==> src/sv/bid_pkg.sv <==
// Shared types, codes and ring-slot arithmetic for the bounded identifier deque.
package bid_pkg;

   localparam int CAPACITY = 64;
   localparam int ID_BITS  = 16;
   localparam int IDX_W    = $clog2(CAPACITY);
   localparam int CNT_W    = $clog2(CAPACITY + 1);

   typedef logic [ID_BITS-1:0] id_type;
   typedef logic [IDX_W-1:0]   idx_type;
   typedef logic [CNT_W-1:0]   cnt_type;
   typedef logic [2:0]         op_type;
   typedef logic [1:0]         status_type;
   typedef logic [1:0]         rsel_type;

   // command codes
   localparam op_type OP_PUSH_FRONT = 3'd0;
   localparam op_type OP_PUSH_BACK  = 3'd1;
   localparam op_type OP_POP_FRONT  = 3'd2;
   localparam op_type OP_POP_BACK   = 3'd3;
   localparam op_type OP_SEARCH     = 3'd4;
   localparam op_type OP_DELETE     = 3'd5;

   // status codes
   localparam status_type ST_OK        = 2'd0;
   localparam status_type ST_EMPTY     = 2'd1;
   localparam status_type ST_FULL      = 2'd2;
   localparam status_type ST_NOT_FOUND = 2'd3;

   // read address select
   localparam rsel_type RSEL_HEAD = 2'd0;
   localparam rsel_type RSEL_NEXT = 2'd1;
   localparam rsel_type RSEL_SKIP = 2'd2;
   localparam rsel_type RSEL_BACK = 2'd3;

   typedef struct packed {
      logic       latch;
      logic       stat_set;
      status_type stat_code;
      logic       push_front;
      logic       push_back;
      logic       pop_front;
      logic       dec_count;
      logic       pos_clear;
      logic       pos_inc;
      logic       shift_wr;
      rsel_type   rd_sel;
      logic       cap_front;
      logic       cap_back;
      logic       clr_ends;
   } dp_cmd_type;

   typedef struct packed {
      op_type op;
      logic   empty;
      logic   full;
      logic   match;
      logic   more1;
      logic   more2;
   } dp_stat_type;

   localparam logic [IDX_W:0] CAP_EXT = (IDX_W + 1)'(CAPACITY);

   // physical slot of a logical position, wrapped once around the ring
   function automatic idx_type slot_of(input idx_type head, input idx_type off);
      logic [IDX_W:0] sum;
      sum = {1'b0, head} + {1'b0, off};
      if (sum >= CAP_EXT) begin
         sum = sum - CAP_EXT;
      end
      return sum[IDX_W-1:0];
   endfunction

endpackage

==> src/sv/bid_ram.sv <==
// Generic single-write, single-read RAM with registered read data.
module bid_ram #(
   parameter int WIDTH = 16,
   parameter int DEPTH = 64
) (
   input  logic                     clock,
   input  logic                     wr_en,
   input  logic [$clog2(DEPTH)-1:0] wr_addr,
   input  logic [WIDTH-1:0]         wr_data,
   input  logic [$clog2(DEPTH)-1:0] rd_addr,
   output logic [WIDTH-1:0]         rd_data
);

   logic [WIDTH-1:0] mem_ff [DEPTH];
   logic [WIDTH-1:0] rd_data_ff;

   always_ff @(posedge clock) begin
      if (wr_en) begin
         mem_ff[wr_addr] <= wr_data;
      end
      rd_data_ff <= mem_ff[rd_addr];
   end

   assign rd_data = rd_data_ff;

endmodule

==> src/sv/bid_dp.sv <==
// Datapath: ring pointers, entry count, walk position, ring RAM and result registers.
module bid_dp (
   input  logic                 clock,
   input  logic                 reset,
   input  bid_pkg::dp_cmd_type  cmd,
   output bid_pkg::dp_stat_type stat,
   input  bid_pkg::op_type      req_cmd,
   input  bid_pkg::id_type      req_id_value,
   output bid_pkg::status_type  rsp_status,
   output bid_pkg::cnt_type     rsp_entry_count,
   output bid_pkg::id_type      rsp_front_id,
   output bid_pkg::id_type      rsp_back_id
);
   import bid_pkg::*;

   idx_type    head_ff, head_in;
   cnt_type    count_ff, count_in;
   idx_type    pos_ff, pos_in;
   op_type     op_ff;
   id_type     id_ff;
   status_type status_ff;
   id_type     front_ff, back_ff;

   logic       wr_en;
   idx_type    wr_addr, rd_addr, head_m1;
   id_type     wr_data, rd_data;
   logic [CNT_W:0] pos_ext;

   assign head_m1 = (head_ff == '0) ? IDX_W'(CAPACITY - 1) : head_ff - 1'b1;
   assign pos_ext = (CNT_W + 1)'(pos_ff);

   always_comb begin
      head_in = head_ff;
      if (cmd.push_front) begin
         head_in = head_m1;
      end else if (cmd.pop_front) begin
         head_in = slot_of(head_ff, IDX_W'(1));
      end
   end

   always_comb begin
      count_in = count_ff;
      if (cmd.push_front || cmd.push_back) begin
         count_in = count_ff + 1'b1;
      end else if (cmd.pop_front || cmd.dec_count) begin
         count_in = count_ff - 1'b1;
      end
   end

   always_comb begin
      pos_in = pos_ff;
      if (cmd.pos_clear) begin
         pos_in = '0;
      end else if (cmd.pos_inc) begin
         pos_in = pos_ff + 1'b1;
      end
   end

   always_ff @(posedge clock) begin
      if (reset) begin
         head_ff  <= '0;
         count_ff <= '0;
      end else begin
         head_ff  <= head_in;
         count_ff <= count_in;
      end
   end

   always_ff @(posedge clock) begin
      pos_ff <= pos_in;
      if (cmd.latch) begin
         op_ff     <= req_cmd;
         id_ff     <= req_id_value;
         status_ff <= ST_OK;
      end else if (cmd.stat_set) begin
         status_ff <= cmd.stat_code;
      end
      if (cmd.clr_ends) begin
         front_ff <= '0;
         back_ff  <= '0;
      end else begin
         if (cmd.cap_front) begin
            front_ff <= rd_data;
         end
         if (cmd.cap_back) begin
            back_ff <= rd_data;
         end
      end
   end

   // write port: pushes store the request value, the delete shift moves entries down
   always_comb begin
      wr_en   = cmd.push_front || cmd.push_back || cmd.shift_wr;
      wr_data = cmd.shift_wr ? rd_data : id_ff;
      if (cmd.push_front) begin
         wr_addr = head_m1;
      end else if (cmd.push_back) begin
         wr_addr = slot_of(head_ff, count_ff[IDX_W-1:0]);
      end else begin
         wr_addr = slot_of(head_ff, pos_ff);
      end
   end

   always_comb begin
      case (cmd.rd_sel)
         RSEL_HEAD: rd_addr = head_ff;
         RSEL_NEXT: rd_addr = slot_of(head_ff, pos_ff + IDX_W'(1));
         RSEL_SKIP: rd_addr = slot_of(head_ff, pos_ff + IDX_W'(2));
         RSEL_BACK: rd_addr = slot_of(head_ff, IDX_W'(count_ff - 1'b1));
         default:   rd_addr = head_ff;
      endcase
   end

   bid_ram #(
      .WIDTH (ID_BITS),
      .DEPTH (CAPACITY)
   ) u_ring (
      .clock   (clock),
      .wr_en   (wr_en),
      .wr_addr (wr_addr),
      .wr_data (wr_data),
      .rd_addr (rd_addr),
      .rd_data (rd_data)
   );

   assign stat.op    = op_ff;
   assign stat.empty = (count_ff == '0);
   assign stat.full  = (count_ff == CNT_W'(CAPACITY));
   assign stat.match = (rd_data == id_ff);
   assign stat.more1 = (pos_ext + (CNT_W + 1)'(1)) < {1'b0, count_ff};
   assign stat.more2 = (pos_ext + (CNT_W + 1)'(2)) < {1'b0, count_ff};

   assign rsp_status      = status_ff;
   assign rsp_entry_count = count_ff;
   assign rsp_front_id    = front_ff;
   assign rsp_back_id     = back_ff;

endmodule

==> src/sv/bid_ctrl.sv <==
// Controller state machine: sequences commands, the search walk and the delete shift.
module bid_ctrl (
   input  logic                 clock,
   input  logic                 reset,
   input  logic                 start,
   output logic                 busy,
   output logic                 rsp_valid,
   input  bid_pkg::dp_stat_type stat,
   output bid_pkg::dp_cmd_type  cmd
);
   import bid_pkg::*;

   localparam logic [2:0] S_IDLE  = 3'd0;
   localparam logic [2:0] S_EXEC  = 3'd1;
   localparam logic [2:0] S_SCAN  = 3'd2;
   localparam logic [2:0] S_SHIFT = 3'd3;
   localparam logic [2:0] S_FIN   = 3'd4;
   localparam logic [2:0] S_RD_B  = 3'd5;
   localparam logic [2:0] S_CAP_B = 3'd6;

   logic [2:0] state_ff, state_in;
   logic       valid_ff, valid_in;

   always_comb begin
      state_in = state_ff;
      valid_in = 1'b0;
      cmd      = '0;
      cmd.rd_sel = RSEL_HEAD;
      case (state_ff)
         S_IDLE: begin
            if (start) begin
               cmd.latch = 1'b1;
               state_in  = S_EXEC;
            end
         end
         S_EXEC: begin
            state_in = S_FIN;
            case (stat.op)
               OP_PUSH_FRONT, OP_PUSH_BACK: begin
                  if (stat.full) begin
                     cmd.stat_set  = 1'b1;
                     cmd.stat_code = ST_FULL;
                  end else if (stat.op == OP_PUSH_FRONT) begin
                     cmd.push_front = 1'b1;
                  end else begin
                     cmd.push_back = 1'b1;
                  end
               end
               OP_POP_FRONT, OP_POP_BACK: begin
                  if (stat.empty) begin
                     cmd.stat_set  = 1'b1;
                     cmd.stat_code = ST_EMPTY;
                  end else if (stat.op == OP_POP_FRONT) begin
                     cmd.pop_front = 1'b1;
                  end else begin
                     cmd.dec_count = 1'b1;
                  end
               end
               OP_SEARCH, OP_DELETE: begin
                  if (stat.empty) begin
                     cmd.stat_set  = 1'b1;
                     cmd.stat_code = ST_NOT_FOUND;
                  end else begin
                     cmd.pos_clear = 1'b1;
                     cmd.rd_sel    = RSEL_HEAD;
                     state_in      = S_SCAN;
                  end
               end
               default: begin
               end
            endcase
         end
         S_SCAN: begin
            if (stat.match) begin
               if (stat.op == OP_DELETE && stat.more1) begin
                  cmd.rd_sel = RSEL_NEXT;
                  state_in   = S_SHIFT;
               end else begin
                  cmd.dec_count = (stat.op == OP_DELETE);
                  state_in      = S_FIN;
               end
            end else if (stat.more1) begin
               cmd.pos_inc = 1'b1;
               cmd.rd_sel  = RSEL_NEXT;
            end else begin
               cmd.stat_set  = 1'b1;
               cmd.stat_code = ST_NOT_FOUND;
               state_in      = S_FIN;
            end
         end
         S_SHIFT: begin
            cmd.shift_wr = 1'b1;
            if (stat.more2) begin
               cmd.pos_inc = 1'b1;
               cmd.rd_sel  = RSEL_SKIP;
            end else begin
               cmd.dec_count = 1'b1;
               state_in      = S_FIN;
            end
         end
         S_FIN: begin
            if (stat.empty) begin
               cmd.clr_ends = 1'b1;
               valid_in     = 1'b1;
               state_in     = S_IDLE;
            end else begin
               cmd.rd_sel = RSEL_HEAD;
               state_in   = S_RD_B;
            end
         end
         S_RD_B: begin
            cmd.cap_front = 1'b1;
            cmd.rd_sel    = RSEL_BACK;
            state_in      = S_CAP_B;
         end
         S_CAP_B: begin
            cmd.cap_back = 1'b1;
            valid_in     = 1'b1;
            state_in     = S_IDLE;
         end
         default: begin
            state_in = S_IDLE;
         end
      endcase
   end

   always_ff @(posedge clock) begin
      if (reset) begin
         state_ff <= S_IDLE;
         valid_ff <= 1'b0;
      end else begin
         state_ff <= state_in;
         valid_ff <= valid_in;
      end
   end

   assign busy      = (state_ff != S_IDLE);
   assign rsp_valid = valid_ff;

endmodule

==> src/sv/bounded_id_deque_top.sv <==
// Top level of the bounded identifier deque: controller plus datapath.
//
// A bounded double-ended queue of up to 64 sixteen-bit identifiers held in a
// ring RAM. A command transaction is taken at a rising edge where start is
// high and busy is low; exactly one result transaction follows, shown on the
// rsp_ ports for a single cycle while rsp_valid is high, and the receiver
// must take it in that cycle since nothing holds it. Every result carries a
// status (ok/found, empty on pop, full on push, not found), the entry count
// after the command and the identifiers at front and back (zero when empty).
// Pushes, pops and unused codes need no walk. Search walks the entries from
// the front until it finds a match or runs out of entries; a delete that
// hits walks to the match and then shifts every later entry down one place
// to close the gap. When the queue ends up empty, front and back are not
// fetched. The single RAM read port sets the pace: the walk and the
// gap-closing shift use it one entry per cycle, and front and back are then
// fetched through the same port.
// Busy drops in the same cycle as rsp_valid, so a new command can be taken
// at the edge that ends the result cycle.
module bounded_id_deque_top (
   input  logic                clock,
   input  logic                reset,
   input  logic                start,
   output logic                busy,
   input  bid_pkg::op_type     req_cmd,
   input  bid_pkg::id_type     req_id_value,
   output logic                rsp_valid,
   output bid_pkg::status_type rsp_status,
   output bid_pkg::cnt_type    rsp_entry_count,
   output bid_pkg::id_type     rsp_front_id,
   output bid_pkg::id_type     rsp_back_id
);
   import bid_pkg::*;

   dp_cmd_type  dp_cmd;
   dp_stat_type dp_stat;

   // sequence the command; drive the datapath one step per cycle
   bid_ctrl u_ctrl (
      .clock     (clock),
      .reset     (reset),
      .start     (start),
      .busy      (busy),
      .rsp_valid (rsp_valid),
      .stat      (dp_stat),
      .cmd       (dp_cmd)
   );

   // hold pointers, ring store and the registered result fields
   bid_dp u_dp (
      .clock           (clock),
      .reset           (reset),
      .cmd             (dp_cmd),
      .stat            (dp_stat),
      .req_cmd         (req_cmd),
      .req_id_value    (req_id_value),
      .rsp_status      (rsp_status),
      .rsp_entry_count (rsp_entry_count),
      .rsp_front_id    (rsp_front_id),
      .rsp_back_id     (rsp_back_id)
   );

endmodule

==> config.mk <==
export PLATFORM = sky130hd
export DESIGN_NAME = bounded_id_deque_top
export DESIGN_NICKNAME = d
export VERILOG_FILES = /design/src/sv/bid_pkg.sv /design/src/sv/bid_ram.sv /design/src/sv/bid_dp.sv /design/src/sv/bid_ctrl.sv /design/src/sv/bounded_id_deque_top.sv
export SDC_FILE = /design/constraint.sdc
export NUM_CORES = 1
export LEC_CHECK = 0
export ABC_AREA = 0
export BUFFER_PORTS_ARGS = -buffer_cell sky130_fd_sc_hd__buf_2
export CAP_MARGIN = 25
export CORE_AREA = 10 10 436 438
export DETAILED_ROUTE_END_ITERATION = 6
export DIE_AREA = 0 0 446 448
export HOLD_SLACK_MARGIN = 0.12
export PLACE_DENSITY_LB_ADDON = 0.15
export SLEW_MARGIN = 20
export SYNTH_ARGS = -nofsm -noshare
export SYNTH_HDL_FRONTEND = slang
export SYNTH_HIERARCHICAL = 1
export SYNTH_SLANG_ARGS = --single-unit
==> constraint.sdc <==
create_clock -name clock -period 15.9 [get_ports clock]
set_clock_uncertainty 0.1 [all_clocks]
set_input_delay 1.59 -clock clock [delete_from_list [all_inputs] [get_ports clock]]
set_output_delay 1.59 -clock clock [all_outputs]
set_load 0.005 [all_outputs]
==> results of run 1 <==
==> kinds of logic after synthesis <==
group                    after synthesis  synth area share
flip-flops                          1116             0.728
multiplexers                         401             0.153
AND/OR/NAND/NOR                      394            0.0430
AO/OA/AOI/OAI                        219            0.0347
buffers and inverters                162            0.0226
XOR/XNOR                              49           0.00953
adder cells (fa/ha/maj)               33           0.00950
==> state kept, by name (all words and copies together) (netlist names) <==
name / cells
u_dp/id_ff: 16
u_ctrl/rsp_valid: 1
u_dp/rsp_entry_count: 7
u_dp/u_ring/mem_ff: 1024
u_dp/rsp_back_id: 16
u_ctrl/state_ff: 3
u_dp/op_ff: 3
u_dp/u_ring/rd_data: 16
u_dp/pos_ff: 6
u_dp/head_ff: 6
u_dp/rsp_status: 2
u_dp/rsp_front_id: 16
==> placed cells by master, fill, tap and decap left out, types with 31 or more instances in the layout <==
cell type / netlist / layout
clkbuf_16: 0 / 123
xnor2_1: 38 / 38
mux4_2: 220 / 220
nor2b_1: 36 / 33
a22oi_1: 39 / 39
edfxtp_1: 1043 / 1043
ha_1: 31 / 31
buf_2: 46 / 64
mux2_2: 51 / 49
a21oi_1: 37 / 37
clkinv_1: 0 / 31
buf_4: 12 / 97
dfxtp_1: 73 / 73
nand3_1: 36 / 36
nor2_1: 146 / 130
mux2i_1: 126 / 125
nand2_1: 81 / 81
==> worst reg2reg max path: cells and delay by family, from the launching register on <==
family	cells	cell delay, ps
simple gates	2	300
buf+inv	3	1780
compound gates	11	3260
xor+xnor	1	110
flops	1	540
mux	2	700
fa+ha+maj	4	1110
==> final timing paths <==
path,cells past startpoint,startpoint,slack (ps),to
max,23,u_dp/pos_ff[0],7820,u_dp/u_ring/rd_data[11]
min,2,u_dp/rsp_back_id[10],400,u_dp/rsp_back_id[10]
min reg2reg,2,u_dp/rsp_back_id[10],400,u_dp/rsp_back_id[10]
max reg2reg,23,u_dp/pos_ff[0],7820,u_dp/u_ring/rd_data[11]
==> cell type report <==
cell class / count / area (sq um) / area share
inverter: 21 / 78.8 / 0.00150
antenna: 3 / 7.51 / 0.000143
tap: 2385 / 2980 / 0.0568
clock buffer: 145 / 3240 / 0.0617
multi-input combinational: 1096 / 11400 / 0.217
timing repair buffer: 174 / 1230 / 0.0234
sequential: 1116 / 32800 / 0.624
clock inverter: 85 / 795 / 0.0151
==> power by group <==
group / switching, mW / leakage, nW / internal, mW / total [mW]
Sequential: 0.144 / 9.98 / 3.50 / 3.64
Combinational: 1.11 / 4.19 / 0.641 / 1.75
Clock: 1.19 / 1.96 / 1.63 / 2.83
==> metal layers <==
| layer | up-vias | part of all wire | track usage |
|---|---|---|---|
| met1 | 12500 | 0.47 | 0.187 |
| met5 | - | 0 | 0 |
| li1 | 9973 | - | - |
| met3 | 153 | 0.049 | 0.0211 |
| met4 | 0 | 0.020 | 0.0304 |
| met2 | 610 | 0.46 | 0.206 |
==> metrics.txt, run 1 <==
pwr dens around 160 nW/um^2; required time worst endpoint about 16000 ps; Port Buffers 64; setup ws final between 7000 and 8000 ps; nets@finish between 2000 and 3000; chip width ~450 um; Worst path slowest cell a31oi_1; FILL cells 17900; CTS clk-pin slew, worst paths 60 ps; share of cells above drive strength 1 0.255; post-synth cell types 81; min-delay worst type register to register; die span in y between 400 and 500 um; CTS resizes 0; Initial Utilization 0.248; PnR Total Power about 8.2 mW; Crit path buffers/inverters 3; Worst-Margin Slew 1050 ps; dpl cells about 4800; post-route insts no fill 5025; # IOs 65; post-synth top area cell edfxtp_1; status completed; register area share after synthesis 0.728; first-pass GRT wire length between 150000 and 200000 um; CP startpoint kind register; TritonCTS clock tree built; Leak Pwr roughly 16 nW; core area 182000 sq um; asr flop ratio synth 0; DRC 0; Clock Path Buffers 3; Routed Antenna Nets 0; Fmax approximately 120 MHz; vias in the first global route 23700; Congestion Overflow GR 0; setup bufs post-CTS 0; TritonCTS Buffers 120; Clock Sinks between 1000 and 1500; Total Neg Setup Slack 0 ps; Final Hold Vio Count 0; Post-Syn Nets around 2400; Area Growth Syn to Fin 16.6%; arrival time at the worst endpoint 8560 ps; Total Routed Length 132000 um; DP Area 48400 sq um; top post-synthesis cells by count edfxtp_1 (1043), mux4_2 (220), nor2_1 (146); CTS hold repair buffers 0; hold slack approximately 400 ps; Vias/cell 4.63; Mapped Area approximately 45000 sq um; DP HPWL between 80000 and 90000 um; Peak supply drop 0.000108 V; Post-synth EDFFs about 1000; Core Rows roughly 160; GP Congestion about 0.75; antenna violations before repair 7; WS Path Type register to register; Clock Latency Late Sink between 700 and 800 ps; pre-CTS setup slack 7690 ps; Final Max Tran Viols 0; CP endpoint kind register; most frequent cell after synthesis edfxtp_1; utilization after layout 0.289; total number of vias approximately 23000; GRT Overall Usage 0.130; Synth Instances ~2400; dominant synthesized flop cell edfxtp_1; Synth area leaders edfxtp_1 (70%), mux4_2 (11%), dfxtp_1 (3.2%); die area 200000 sq um; initial drt markers 2000; First-pass DRT Iterations 7; CP dominant cell by count ha_1; Warnings, synthesis 6; critical path cell sequence ha_1, ha_1, a21boi_0, o21a_1, o21ai_0, a211oi_1, a211oi_1, a41o_1, nor2b_1, nor2b_1, a311oi_1, ha_1, fa_1, xnor2_1, o21ai_4, buf_4, buf_12, buf_4, mux4_2, mux2i_1, a22oi_1, a31oi_1, a311oi_1; CTS Root Cell clkbuf_16; htree depth 3; max-cap viol count 0; DR WL/cell between 20 and 30 um; Tmin final just over 8000 ps; design area between 50000 and 60000 sq um; largest net degree at the start of global routing a little over 100; final setup violation count 0; crit-path leading delay family compound AO/OA/AOI/OAI gates; #FFs+latches synth 1116; Synth top area share 0.695; Relative slew margins 0.296; Tcrit/Tclk final 0.508; slowest stage delay, CP ~790 ps; critical path peak fanout 100; Mapped Avg Cell Area between 15 and 20 sq um; RSZ-0062 raised after global routing no
No activity file was read; power rests on OpenSTA's default activity.
==> run 2, diff against run 1 <==
==> constraint.sdc (replaced) <==
create_clock -name clock -period 6.9 [get_ports clock]
set_clock_uncertainty 0.1 [all_clocks]
set_input_delay 0.69 -clock clock [delete_from_list [all_inputs] [get_ports clock]]
set_output_delay 0.69 -clock clock [all_outputs]
set_load 0.005 [all_outputs]
==> metrics.txt, run 2 (synthesis results as in run 1) <==
Initial Utilization 0.248 (unchanged); CTS clk-pin slew, worst paths 60 ps (about the same); GR Util met2 0.208 (+0.00205); max-cap viol count 0 (unchanged); CP dominant cell by count ha_1; largest reg by FF count u_dp/u_ring/mem_ff; Worst path slowest cell nor2b_1; NetSw 5.62 mW (+130%); DRC 0 (unchanged); M3 GR Usage 0.0206 (-0.000483); Logic pwr share 0.225 (+0.012); arrival time at the worst endpoint 7020 ps (-1540 ps); WS Path Type register to register; Area Growth Syn to Fin 17.4%; DP HPWL 82700 um (+2.4%); PnR Total Power 18.9 mW (+130%); DR WL/cell 26.0 um (-0.93%); dpl cells 4846 (+1.2%); core area 182000 sq um (unchanged); hold depth 2 (unchanged); Clock Path Buffers 3 (unchanged); hold path endpoint u_dp/rsp_entry_count[0]; Fmax 154 MHz (+24%); crit-path leading delay family compound AO/OA/AOI/OAI gates; first-pass GRT wire length 188000 um (+0.65%); Clock Latency Late Sink 750 ps (about the same); Congestion Overflow GR 0 (unchanged); Final Hold Vio Count 0 (unchanged); vias in the first global route 24100 (+1.6%); critical path cell sequence ha_1, ha_1, a21boi_0, o21a_1, o21ai_0, a211oi_1, a211oi_2, a41o_1, buf_4, a311oi_1, ha_1, fa_1, a21o_1, a21oi_1, xor2_1, o21ai_4, buf_4, nor2b_1, a22oi_1, a31oi_1, a311oi_1; grt met1 use 0.185 (-0.00141); status completed; Final Max Tran Viols 0 (unchanged); most frequent cells in the layout edfxtp_1 (1043), mux4_2 (220), buf_4 (154); final setup violation count 0 (unchanged); sequential share of power 0.443 (about the same); slowest stage delay, CP 700 ps (-90 ps); largest net degree at the start of global routing 65 (-36%); hold slack 286 ps (-111 ps); die area 200000 sq um (unchanged); required time worst endpoint 7410 ps (-8960 ps); htree depth 3 (unchanged); internal power 13.3 mW (+130%); Peak supply drop 0.000206 V (+91%); most common cell after layout, fill and taps aside edfxtp_1; Seq. cell area 32800 sq um (unchanged); Vias/cell 4.61 (-0.28%); GRT Overall Usage 0.130 (about the same); Core Rows 157 (unchanged); DP Area 48900 sq um (+0.95%); GP Congestion 0.765 (+1.8%); post-route insts no fill 5092 (+1.3%); Worst R2R End u_dp/u_ring/rd_data[11]; FF-to-FF setup slack 390 ps (-7420 ps); Tmin final 6510 ps (-1580 ps); Leak Pwr 16.4 nW (+1.9%); CP endpoint kind register; RSZ-0062 raised after global routing no; setup bufs post-CTS 0 (unchanged); reg-to-reg startpoint u_dp/pos_ff[0]; # IOs 65 (unchanged); design area 52900 sq um (+0.71%); CTS Root Cell clkbuf_16; Total Routed Length 133000 um (+0.39%); antenna violations before repair 5 (-2); chip width 446 um (unchanged); FILL cells 17800 (-0.38%); TritonCTS Buffers 120 (unchanged); Worst-Margin Slew 1010 ps (-43.1 ps); Routed Antenna Nets 0 (unchanged); Switching Fraction 0.298 (-0.000345); total number of vias 23500 (+1.1%); Clock Sinks 1116 (unchanged); Port Buffers 64 (unchanged); Largest register FFs 1024 (unchanged); min-delay worst type input pin to register; TritonCTS clock tree built; Hold Crit Start reset; Total Neg Setup Slack 0 ps (unchanged); share of cells above drive strength 1 0.258 (+0.00284); reg2reg path depth 21 (-8.7%); critical path peak fanout 16 (-84%); pwr dens 357 nW/um^2 (+130%); initial drt markers 2253 (+13%); Crit path buffers/inverters 2 (-1); First-pass DRT Iterations 5 (-2); Tcrit/Tclk final 0.943 (+0.435); nets@finish 2658 (+2.9%); clock share of power 0.332 (-0.012); CP startpoint kind register; Relative slew margins 0.323 (+0.0275); Multi-input gate area 11400 sq um (-0.46%); Most Crowded Layer GR met2; die span in y 448 um (unchanged)
run 2: how the worst max path moves through the flow:
stage                        start                 endpoint  cells after the start
floorplan           u_dp/pos_ff[1]  u_dp/u_ring/rd_data[12]                     23
CTS                 u_dp/pos_ff[0]   u_dp/u_ring/rd_data[2]                     23
global placement    u_dp/pos_ff[2]   u_dp/u_ring/rd_data[2]                     22
finish              u_dp/pos_ff[0]  u_dp/u_ring/rd_data[11]                     21
global route        u_dp/pos_ff[0]   u_dp/u_ring/rd_data[5]                     23
detailed placement  u_dp/pos_ff[0]   u_dp/u_ring/rd_data[2]                     23
run 2: metal layers:
layer  share of wire  vias up  wire length [um]
met5               0        -                 0
met4           0.022        0              2850
met1            0.47    12700             62600
li1                -    10100                 -
met3           0.045      163              5980
met2            0.46      583             61100
run 2: stage by stage:
step | setup slack, ps | util
floorplan | 1670 | -
global placement | 347 | 0.269
detailed placement | 208 | 0.269
CTS | 185 | 0.291
global route | 68.1 | 0.291
finish | 391 | 0.291
run 2: area by class of cell:
| cell class | instances | area share |
|---|---|---|
| clock buffers | 162 | 0.0629 |
| diodes | 2 | 0.0000946 |
| inverters | 21 | 0.00149 |
| well taps | 2385 | 0.0564 |
| repair buffers | 248 | 0.0357 |
| clock inverters | 62 | 0.00906 |
| flip-flops and latches | 1116 | 0.620 |
| multi-input cells | 1096 | 0.215 |
run 2: timing repair:
| item | in CTS | in global routing |
|---|---|---|
| gates resized for setup | 0 | 3 |
| setup endpoints to repair | 0 | 9 |
| hold buffers | 19 | 0 |
| endpoints found under the hold margin | 19 | 0 |
run 2: power groups by stage:
| stage | clock, mW | sequential [mW] | combinational, mW |
|---|---|---|---|
| global placement | 0 | 8.49 | 4.29 |
| floorplan | 0 | 8.30 | 2.71 |
| CTS | 6.46 | 8.36 | 4.36 |
| finish | 6.26 | 8.36 | 4.26 |
| global route | 6.72 | 8.38 | 4.58 |
| detailed placement | 0 | 8.50 | 4.34 |
==> run 3, diff against run 2 <==
--- a/config.mk
+++ b/config.mk
@@ -6,7 +6,7 @@
 export NUM_CORES = 1
 export LEC_CHECK = 0
 export ABC_AREA = 0
-export BUFFER_PORTS_ARGS = -buffer_cell sky130_fd_sc_hd__buf_2
+export BUFFER_PORTS_ARGS = -buffer_cell sky130_fd_sc_hd__buf_4
 export CAP_MARGIN = 25
 export CORE_AREA = 10 10 436 438
 export DETAILED_ROUTE_END_ITERATION = 6
==> metrics.txt, run 3 (synthesis results as in run 1) <==
Final Hold Vio Count 0 (unchanged); Total Routed Length 134000 um (+1.4%); total number of vias 23600 (+0.27%); Relative slew margins 0.329 (+0.00577); Final Max Tran Viols 0 (unchanged); Leak Pwr 16.6 nW (+0.98%); most common cell after layout, fill and taps aside edfxtp_1; Vias/cell 4.61 (about the same); Clock Path Buffers 3 (unchanged); nets@finish 2669 (+0.41%); Worst-Margin Slew 1010 ps (-3.95 ps); max-cap viol count 0 (unchanged); failing checks antenna violations; Congestion Overflow GR 0 (unchanged); Hold Crit Start reset; WS Path Type register to register; design area 53500 sq um (+1.1%); first-pass GRT wire length 189000 um (+0.83%); Tmin final 6390 ps (-120 ps); TritonCTS clock tree built; Initial Utilization 0.248 (unchanged); die area 200000 sq um (unchanged); hold path endpoint u_dp/head_ff[5]; CTS Root Cell clkbuf_16; utilization after layout 0.294 (+0.00312); TritonCTS Buffers 130 (+8.3%); Clock Latency Late Sink 770 ps (+20 ps); GRT Overall Usage 0.132 (+0.00236); die span in y 448 um (unchanged); Port Buffers 64 (unchanged); initial drt markers 2265 (+0.53%); Routed Antenna Nets 1 (+1); vias in the first global route 24000 (-0.21%); share of cells above drive strength 1 0.263 (+0.00558); pwr dens 364 nW/um^2 (+1.9%); largest reg by FF count u_dp/u_ring/mem_ff; htree depth 4 (+1); hold depth 2 (unchanged); CTS clk-pin slew, worst paths 60 ps (about the same); min-delay worst type input pin to register; hold slack 195 ps (-90.7 ps); CP dominant cell by count ha_1; Largest register FFs 1024 (unchanged); GP Congestion 0.782 (+2.3%); antenna violations before repair 3 (-2); Clock Sinks 1116 (unchanged); Worst path slowest cell dfxtp_1; FILL cells 17700 (-0.21%); Core Rows 157 (unchanged); DRC 0 (unchanged); First-pass DRT Iterations 5 (unchanged); most frequent cells in the layout edfxtp_1 (1043), mux4_2 (220), buf_4 (219); DR WL/cell 26.3 um (+1.0%); Tcrit/Tclk final 0.926 (-0.0174); Fmax 157 MHz (+1.9%); core area 182000 sq um (unchanged); critical path peak fanout 40 (+24); final setup violation count 0 (unchanged); critical path cell sequence ha_1, xor2_1, ha_1, o21a_1, o21ai_0, a211oi_1, a211oi_2, a41o_2, nor2b_1, nor2b_1, a311oi_1, ha_1, fa_1, mux2_8, buf_4, mux4_2, mux2i_1, nand3_1, a31oi_1, a311oi_1; reg-to-reg startpoint u_dp/pos_ff[0]; Worst R2R End u_dp/u_ring/rd_data[11]; RSZ-0062 raised after global routing no; chip width 446 um (unchanged); arrival time at the worst endpoint 6900 ps (-120 ps); CP endpoint kind register; slowest stage delay, CP 530 ps (-170 ps); largest net degree at the start of global routing 65 (unchanged); reg2reg path depth 20 (-4.8%); Area Growth Syn to Fin 18.7%; FF-to-FF setup slack 510 ps (+120 ps); # IOs 65 (unchanged); Peak supply drop 0.000240 V (+17%); DP HPWL 84400 um (+2.1%); required time worst endpoint 7410 ps (about the same); status finished with violations; CP startpoint kind register; DP Area 49000 sq um (+0.26%)
[run 3: cell count changes in the layout (fill, tap and decap cells not counted), sizes merged]
| cell | delta |
|---|---|
| diode | +7 |
| clkbuf | +8 |
| inv | +3 |
| clkinvlp | +3 |
| buf | +1 |
| bufinv | -4 |
[run 3: repair_timing]
item / CTS / global route
hold buffers: 19 / 0
endpoints found under the hold margin: 19 / 0
buffers inserted: 0 / 3
gates resized for setup: 1 / 5
pin swaps: 0 / 1
endpoints found under the setup margin: 3 / 16
[run 3: where the power goes]
part | internal, mW | switching [mW] | total (mW)
combinational | 1.64 | 2.77 | 4.41
clock | 3.84 | 2.84 | 6.68
sequential | 8.06 | 0.299 | 8.36
[run 3: final cells by class]
type | count | area (sq um) | area share
Clock buffer | 170 | 3610 | 0.0675
Multi-Input combinational cell | 1096 | 11400 | 0.213
Clock inverter | 64 | 563 | 0.0105
Inverter | 21 | 78.8 | 0.00147
Tap cell | 2385 | 2980 | 0.0558
Timing Repair Buffer | 249 | 2050 | 0.0383
Antenna cell | 9 | 22.5 | 0.000421
Sequential cell | 1116 | 32800 | 0.613
[run 3: routing by layer]
metal,global-route usage,part of all wire,vias to the layer above
li1,-,-,10100
met1,0.185,0.46,12600
met2,0.209,0.46,660
met3,0.0262,0.054,157
met4,0.0357,0.022,0
met5,0,0,-
[run 3: how the worst max path moves through the flow]
stage | start | endpoint | slack, ps | depth (start not counted)
floorplan | u_dp/pos_ff[1] | u_dp/u_ring/rd_data[12] | 1670 | 23
global placement | u_dp/pos_ff[0] | u_dp/u_ring/rd_data[11] | 50 | 17
detailed placement | u_dp/pos_ff[0] | u_dp/u_ring/rd_data[0] | -80 | 21
CTS | u_dp/pos_ff[0] | u_dp/u_ring/rd_data[3] | 40 | 21
global route | u_dp/pos_ff[0] | u_dp/u_ring/rd_data[9] | 90 | 20
finish | u_dp/pos_ff[0] | u_dp/u_ring/rd_data[11] | 510 | 20
[run 3: per-stage QoR]
| step | TNS (ps) | power, mW | setup slack [ps] | cells |
|---|---|---|---|---|
| 6_report | 0 | 19.4 | 511 | 5110 |
| 5_1_grt | 0 | 20.3 | 93.7 | 5102 |
| 4_1_cts | 0 | 19.8 | 37.0 | 5096 |
| 3_5_place_dp | -100 | 13.0 | -79.6 | 4843 |
| 3_3_place_gp | 0 | 13.0 | 53.0 | 4843 |
| 2_1_floorplan | 0 | 11.0 | 1670 | 2374 |
[run 3: critical path: cells and delay by family (launching register included)]
family / cells / cell delay, ps
muxes: 3 / 1150
AOI/OAI and AO/OA: 8 / 1960
buffers and inverters: 1 / 370
DFF: 1 / 530
and+or+nand+nor: 3 / 510
adders and majority gates: 4 / 1310
xor gates and xnor gates: 1 / 240
